**src/rtl/drac_pkg.sv**
```systemverilog
package drac_pkg;

  localparam int MAX_RECTS = 16;
  localparam int IDX_W = (MAX_RECTS > 1) ? $clog2(MAX_RECTS) : 1;
  localparam int CNT_W = $clog2(MAX_RECTS + 1);

  localparam int COORD_W = 15;
  localparam int SIZE_W = 16;
  localparam int EXT_W = 18;
  localparam int AREA_W = 36;
  localparam int PROD_W = 2 * SIZE_W;

  localparam logic [2:0] CMD_ADD     = 3'd0;
  localparam logic [2:0] CMD_QUERY   = 3'd1;
  localparam logic [2:0] CMD_CLIP    = 3'd2;
  localparam logic [2:0] CMD_SETFULL = 3'd3;
  localparam logic [2:0] CMD_CLEAR   = 3'd4;

  localparam logic [0:0] REG_VP_WIDTH  = 1'b0;
  localparam logic [0:0] REG_VP_HEIGHT = 1'b1;

  typedef struct packed {
    logic signed [COORD_W-1:0] x;
    logic signed [COORD_W-1:0] y;
    logic [SIZE_W-1:0]         w;
    logic [SIZE_W-1:0]         h;
  } rect_t;

  typedef struct packed {
    logic  ov;
    rect_t merged;
    rect_t clipped;
    logic  clip_ok;
  } unit_res_t;

endpackage

```
**src/rtl/drac_cell.sv**
```systemverilog
module drac_cell import drac_pkg::*; (
  input  logic  clk,
  input  logic  shift,
  input  logic  wr,
  input  rect_t nbr,
  input  rect_t wr_data,
  output rect_t q
);

  always_ff @(posedge clk) begin
    if (wr) begin
      q <= wr_data;
    end else if (shift) begin
      q <= nbr;
    end
  end

endmodule

```
**src/rtl/drac_unit.sv**
```systemverilog
module drac_unit import drac_pkg::*; (
  input  rect_t       head,
  input  rect_t       nrect,
  input  logic [13:0] vw,
  input  logic [13:0] vh,
  output unit_res_t   res
);

  logic signed [EXT_W-1:0] ax, ay, ar, ab, bx, by, br, bb;
  logic signed [EXT_W-1:0] mx0, my0, mr, mb;
  logic signed [EXT_W-1:0] cx0, cy0, cx1, cy1, svw, svh;
  logic signed [EXT_W-1:0] mw, mh, cw, ch;

  always_comb begin
    ax = EXT_W'(head.x);
    ay = EXT_W'(head.y);
    ar = ax + $signed({2'b00, head.w});
    ab = ay + $signed({2'b00, head.h});
    bx = EXT_W'(nrect.x);
    by = EXT_W'(nrect.y);
    br = bx + $signed({2'b00, nrect.w});
    bb = by + $signed({2'b00, nrect.h});
    svw = $signed({4'b0000, vw});
    svh = $signed({4'b0000, vh});

    res.ov = (ax < br) && (bx < ar) && (ay < bb) && (by < ab);

    // bounding box
    mx0 = (ax < bx) ? ax : bx;
    my0 = (ay < by) ? ay : by;
    mr  = (ar > br) ? ar : br;
    mb  = (ab > bb) ? ab : bb;
    mw  = mr - mx0;
    mh  = mb - my0;
    res.merged.x = mx0[COORD_W-1:0];
    res.merged.y = my0[COORD_W-1:0];
    res.merged.w = mw[SIZE_W-1:0];
    res.merged.h = mh[SIZE_W-1:0];

    // cut to [0,vw) x [0,vh)
    cx0 = (ax > 0) ? ax : '0;
    cy0 = (ay > 0) ? ay : '0;
    cx1 = (ar > svw) ? svw : ar;
    cy1 = (ab > svh) ? svh : ab;
    cw  = cx1 - cx0;
    ch  = cy1 - cy0;
    res.clip_ok = (cx1 > cx0) && (cy1 > cy0);
    res.clipped.x = cx0[COORD_W-1:0];
    res.clipped.y = cy0[COORD_W-1:0];
    res.clipped.w = cw[SIZE_W-1:0];
    res.clipped.h = ch[SIZE_W-1:0];
  end

endmodule

```
**src/rtl/damage_rect_accumulator.sv**
```systemverilog
// Each item passes the states ST_SCAN, ST_FLUSH and ST_DONE before its result is registered;
// only one item is in flight at a time. A single compare/merge unit sits
// at the head of the rectangle ring, which sees one stored entry per cycle.
// The next item is taken while a result waits on the output register.
// Reset (rst, synchronous): table empty, full-screen flag clear, viewport 1920x1080.
module damage_rect_accumulator import drac_pkg::*; (
  input  logic                      clk,
  input  logic                      rst,
  input  logic                      psel,
  input  logic                      penable,
  input  logic                      pwrite,
  input  logic [2:0]                paddr,
  input  logic [31:0]               pwdata,
  output logic [31:0]               prdata,
  output logic                      pready,
  input  logic                      in_valid,
  output logic                      in_ready,
  input  logic [2:0]                cmd,
  input  logic signed [14:0]        rect_x,
  input  logic signed [14:0]        rect_y,
  input  logic [13:0]               rect_w,
  input  logic [13:0]               rect_h,
  output logic                      out_valid,
  input  logic                      out_ready,
  output logic                      hit,
  output logic [AREA_W-1:0]         area_sum,
  output logic [4:0]                entry_count,
  output logic                      full_screen
);

  localparam logic [1:0] ST_IDLE  = 2'd0;
  localparam logic [1:0] ST_SCAN  = 2'd1;
  localparam logic [1:0] ST_FLUSH = 2'd2;
  localparam logic [1:0] ST_DONE  = 2'd3;

  logic [1:0]       state;
  logic [13:0]      vw, vh;
  logic [2:0]       cmd_r;
  rect_t            nrect;
  logic [IDX_W-1:0] idx;
  logic [CNT_W-1:0] cnt, k;
  logic             full, done, hit_acc;
  logic [PROD_W-1:0] prod;
  logic             prod_vld;
  logic [AREA_W-1:0] acc;

  rect_t            cell_q [MAX_RECTS];
  rect_t            head, wb, vp_rect;
  unit_res_t        ures;
  logic             keep, ins, merge_now, qhit, valid_i, new_ok, last;
  logic [IDX_W-1:0] pos, wpos;
  logic [AREA_W:0]  acc_sum;

  assign pready = 1'b1;
  assign prdata = (paddr[2] == REG_VP_HEIGHT) ? {18'd0, vh} : {18'd0, vw};

  always_ff @(posedge clk) begin
    if (rst) begin
      vw <= 14'd1920;
      vh <= 14'd1080;
    end else if (psel && penable && pwrite) begin
      if (paddr[2] == REG_VP_WIDTH) begin
        vw <= pwdata[13:0];
      end else begin
        vh <= pwdata[13:0];
      end
    end
  end

  assign in_ready = (state == ST_IDLE);
  assign head = cell_q[0];
  assign last = (idx == IDX_W'(MAX_RECTS - 1));
  assign valid_i = (CNT_W'(idx) < cnt);
  assign new_ok = (nrect.w != '0) && (nrect.h != '0);
  assign vp_rect = '{x: '0, y: '0, w: {2'b00, vw}, h: {2'b00, vh}};

  drac_unit u_unit (
    .head  (head),
    .nrect (nrect),
    .vw    (vw),
    .vh    (vh),
    .res   (ures)
  );

  always_comb begin
    keep = 1'b0;
    ins = 1'b0;
    merge_now = 1'b0;
    qhit = 1'b0;
    wb = head;
    pos = idx;
    case (cmd_r)
      CMD_ADD: begin
        if (valid_i) begin
          keep = 1'b1;
          if (!full && new_ok && !done && ures.ov) begin
            wb = ures.merged;
            merge_now = 1'b1;
          end
        end else if (CNT_W'(idx) == cnt && !full && new_ok && !done) begin
          keep = 1'b1;
          wb = nrect;
          ins = 1'b1;
        end
      end
      CMD_QUERY: begin
        keep = valid_i;
        qhit = valid_i && new_ok && ures.ov;
      end
      CMD_CLIP: begin
        if (full) begin
          keep = (idx == '0);
          wb = vp_rect;
          pos = '0;
        end else begin
          keep = valid_i && ures.clip_ok;
          wb = ures.clipped;
          pos = k[IDX_W-1:0];
        end
      end
      CMD_SETFULL, CMD_CLEAR: begin
        keep = 1'b0;
      end
      default: begin
        keep = valid_i;
      end
    endcase
    // the cell that lands on pos once the ring has turned all the way round
    wpos = pos + (IDX_W'(MAX_RECTS - 1) - idx);
  end

  for (genvar j = 0; j < MAX_RECTS; j++) begin : g_cell
    drac_cell u_cell (
      .clk     (clk),
      .shift   (state == ST_SCAN),
      .wr      ((state == ST_SCAN) && keep && (wpos == IDX_W'(j))),
      .nbr     (cell_q[(j + 1) % MAX_RECTS]),
      .wr_data (wb),
      .q       (cell_q[j])
    );
  end

  assign acc_sum = {1'b0, acc} + (AREA_W + 1)'(prod);

  always_ff @(posedge clk) begin
    prod <= wb.w * wb.h;
    if (state == ST_IDLE && in_valid) begin
      cmd_r <= cmd;
      nrect <= '{x: rect_x, y: rect_y, w: {2'b00, rect_w}, h: {2'b00, rect_h}};
      acc <= '0;
    end else if (prod_vld) begin
      acc <= acc_sum[AREA_W] ? {AREA_W{1'b1}} : acc_sum[AREA_W-1:0];
    end
    if (state == ST_SCAN) begin
      idx <= idx + 1'b1;
      if (keep) begin
        k <= k + 1'b1;
      end
    end else begin
      idx <= '0;
      k <= '0;
    end
  end

  always_ff @(posedge clk) begin
    if (rst) begin
      state <= ST_IDLE;
      cnt <= '0;
      full <= 1'b0;
      done <= 1'b0;
      hit_acc <= 1'b0;
      prod_vld <= 1'b0;
      out_valid <= 1'b0;
    end else begin
      prod_vld <= (state == ST_SCAN) && keep;
      if (state == ST_DONE && (!out_valid || out_ready)) begin
        out_valid <= 1'b1;
      end else if (out_ready) begin
        out_valid <= 1'b0;
      end
      case (state)
        ST_IDLE: begin
          done <= 1'b0;
          hit_acc <= 1'b0;
          if (in_valid) begin
            state <= ST_SCAN;
          end
        end
        ST_SCAN: begin
          if (merge_now || ins) begin
            done <= 1'b1;
          end
          if (qhit) begin
            hit_acc <= 1'b1;
          end
          if (ins) begin
            cnt <= cnt + 1'b1;
          end
          if (last) begin
            state <= ST_FLUSH;
            case (cmd_r)
              CMD_ADD: begin
                // nothing merged and no room left
                if (!full && new_ok && !done && !merge_now && !ins) begin
                  full <= 1'b1;
                end
              end
              CMD_CLIP: begin
                cnt <= keep ? k + 1'b1 : k;
              end
              CMD_SETFULL: begin
                full <= 1'b1;
                cnt <= '0;
              end
              CMD_CLEAR: begin
                full <= 1'b0;
                cnt <= '0;
              end
              default: begin
              end
            endcase
          end
        end
        ST_FLUSH: begin
          state <= ST_DONE;
        end
        ST_DONE: begin
          if (!out_valid || out_ready) begin
            state <= ST_IDLE;
          end
        end
        default: begin
          state <= ST_IDLE;
        end
      endcase
    end
  end

  always_ff @(posedge clk) begin
    if (state == ST_DONE && (!out_valid || out_ready)) begin
      hit <= (cmd_r == CMD_QUERY) && (full || hit_acc);
      area_sum <= acc;
      entry_count <= 5'(cnt);
      full_screen <= full;
    end
  end

endmodule

```
**config.mk**
```make
export PLATFORM = sky130hd
export DESIGN_NAME = damage_rect_accumulator
export DESIGN_NICKNAME = d
export VERILOG_FILES = /design/src/rtl/drac_pkg.sv /design/src/rtl/drac_cell.sv /design/src/rtl/drac_unit.sv /design/src/rtl/damage_rect_accumulator.sv
export SDC_FILE = /design/constraint.sdc
export NUM_CORES = 2
export LEC_CHECK = 0
export ABC_AREA = 1
export CORE_MARGIN = 8
export CORE_UTILIZATION = 55
export DETAILED_ROUTE_END_ITERATION = 16
export DONT_BUFFER_PORTS = 1
export PLACE_DENSITY = 0.7
export SYNTH_ARGS = -nofsm -noshare
export SYNTH_HDL_FRONTEND = slang
export SYNTH_SLANG_ARGS = --single-unit
```
**constraint.sdc**
```tcl
create_clock -name clk -period 28.6 [get_ports clk]
set_clock_uncertainty 0.15 [all_clocks]
set_input_delay 1.43 -clock clk [delete_from_list [all_inputs] [get_ports clk]]
set_output_delay 1.43 -clock clk [all_outputs]
set_load 0.005 [all_outputs]
```
==> run metrics <==
Synth area leaders edfxtp_1 (44%), nand2_1 (16%), ha_1 (7.3%); CP Launch Point g_cell[0].u_cell.q[16]$_DFFE_PP_; Post-DP HPWL 156 mm; Num CTS Buffers 121; max cap viols 0; GRT Total Usage 30.4%; vias in the first global route 56.4k; FP Rows 134; antenna-violating nets left 0; RSZ-0062 raised after global routing no; final WL 229 mm; Gate Count Post-Synth 8,395; CTS sink count 1,213; ys flop type edfxtp_1; average wire per cell in the routed design 22.8 um; largest net degree at the start of global routing 83; reg2reg path depth 59; CP Max Fanout 24; Post-synth EDFFs 1,096; number of vias per cell 5.90; die area 0.147 mm^2; Crit Reg-Reg Endpoint prod[27]$_DFF_P_; Initial DRC Count 7,269; hold violation total from the final report 0; Crit. End Element flop; sequential area share after synthesis 47.6%; R2R setup slack 13.35 ns; reg2reg start g_cell[0].u_cell.q[16]$_DFFE_PP_; Final Instance Area 0.0791 mm^2; CTS root buf clkbuf_16; Most Frequent Cell on Critical Path nand2_1; Worst path slowest cell nand2_1; synthesized area per cell 8.82 um^2; final design utilization 59.2%; Area after DPL 0.0750 mm^2; cell area after synthesis 0.0740 mm^2; Synth Register Bits 1,213; minimum clock period 15.25 ns; post-CTS setup buffer count 0; layout cells sized above 1 5.53%; CTS max path bufs 3; Syn. warnings 0; gpl congestion 0.995; fin cells 10.1k; worst hold start cnt[3]$_SDFFE_PP0P_; H-tree depth 3; Tcrit/Tclk final 53.3%; Core Area 0.133 mm^2; critical path type reg -> reg; GRT overflow 0; final-report setup violation count 0; leading cell type in the layout, fill and taps excluded nand2_1; post-CTS sizing 0; status complete, no violations; Initial Util 55.5%; area leader, netlist edfxtp_1; Worst slew margin 27.1%; die height 383 um; Clock transition at path regs 0.06 ns; area growth from synthesis to layout 6.83%; Pre-Repair DR Iteration Count 6; Synth top area share 44.5%; Max Clk Rate 65.6 MHz; CTS tree done; fin nets 8,932; Worst Path Required 29.07 ns; critical path's largest stage delay 0.66 ns; total number of vias 59.4k; initial antenna violation count 2; Critical Path Source Type flop; first-pass GRT wire length 344 mm; placed cells 9,841; Critical Path Sink prod[27]$_DFF_P_; DIE WIDTH 383 um; DRC violations left 0; hold_buf cts 0; I/O Pins 181; Worst EP arrival 15.71 ns; Worst-Skew Late Latency 0.80 ns; Worst-Margin Slew 1.09 ns; Distinct cells, synth 71; Post-Route Setup TNS 0 ns; type of the tightest min-delay check reg -> reg; max-slew violation count 0; ys async rst share 0%; port bufs 0; commonest non-fill, non-tap cells in the layout nand2_1 (3,162), edfxtp_1 (1,096), inv_1 (657)
## per-stage QoR
step | worst slack [ns] | hold WS [ns]
CTS | 13.70 | 0.319
global placement | 13.80 | 0.296
detailed placement | 13.80 | 0.301
floorplan | 17.13 | 0.253
finish | 13.35 | 0.314
global route | 12.73 | 0.332
## kinds of logic (layout without fill, tap and decap cells)
kind of cell | after synthesis | after routing | share of synthesized area (%)
AND/OR/NAND/NOR | 4163 | 4163 | 22.7
flip-flops | 1213 | 1213 | 47.6
XOR/XNOR | 159 | 159 | 1.89
other | 2 | 29 | 0.0101
adder cells (fa/ha/maj) | 633 | 633 | 12.8
AO/OA/AOI/OAI | 1044 | 1044 | 8.26
buffers and inverters | 1181 | 1057 | 6.77
## cell usage after synthesis (12+ instances only)
master,instances
o21ai_0,391
xor2_1,98
o221ai_1,31
a211oi_1,17
o21ai_1,36
xnor2_1,60
a21o_1,12
nand3_1,525
o21bai_1,13
nand2_2,23
buf_2,212
inv_2,55
o211ai_1,49
a221oi_1,27
inv_1,659
buf_6,22
buf_4,37
dfxtp_1,117
nor2_1,315
o21ai_2,27
nor3_1,26
edfxtp_1,1096
o211ai_2,12
a21oi_1,349
nand2_1,3162
o22ai_1,13
fa_1,204
nand4_1,35
clkbuf_1,174
nor4_1,20
ha_1,429
## cell type report
cell class	instances	area [um^2]
clock inverters	70	850
fillers	11500	54400
multi-input cells	6026	34000
flip-flops and latches	1213	35300
clock buffers	153	3210
diodes	2	5.00
well taps	1768	2210
repair buffers	107	803
inverters	727	2730
## critical path, delay by kind of cell (launching register included)
kind	cells	cell delay, ns
and+or+nand+nor	21	3.47
AOI/OAI and AO/OA	19	4.29
xor gates and xnor gates	3	0.49
buffers and inverters	5	1.26
DFF	1	0.64
adders and majority gates	11	4.72
## how the worst min path moves through the flow
stage	to	cells after the start
floorplan	full_screen$_DFFE_PP_	0
CTS	area_sum[19]$_DFFE_PP_	0
finish	entry_count[3]$_DFFE_PP_	0
detailed placement	idx[0]$_SDFF_PN0_	1
global placement	idx[0]$_SDFF_PN0_	1
global route	area_sum[17]$_DFFE_PP_	0
## layer usage
metal / part of all wire (%) / up-vias / wire [um] / global-route usage (%)
li1: - / 27400 / - / -
met1: 41 / 28500 / 94400 / 42.7
met2: 44 / 3057 / 100000 / 46.9
met3: 11 / 472 / 26200 / 6.67
met4: 3.6 / 0 / 8140 / 10.0
met5: 0 / - / 0 / 0
## flip-flops by register name (all words and copies together) (netlist names), 4 cells and up
name / count
acc: 36
area_sum: 36
cnt: 5
entry_count: 5
g_cell.u_cell.q: 992
idx: 4
k: 5
nrect: 58
prod: 32
vh: 14
vw: 14
Power is left out: the tool's default activity adds up to more than one toggle a clock period on the data nets, which glitch-free logic cannot reach.
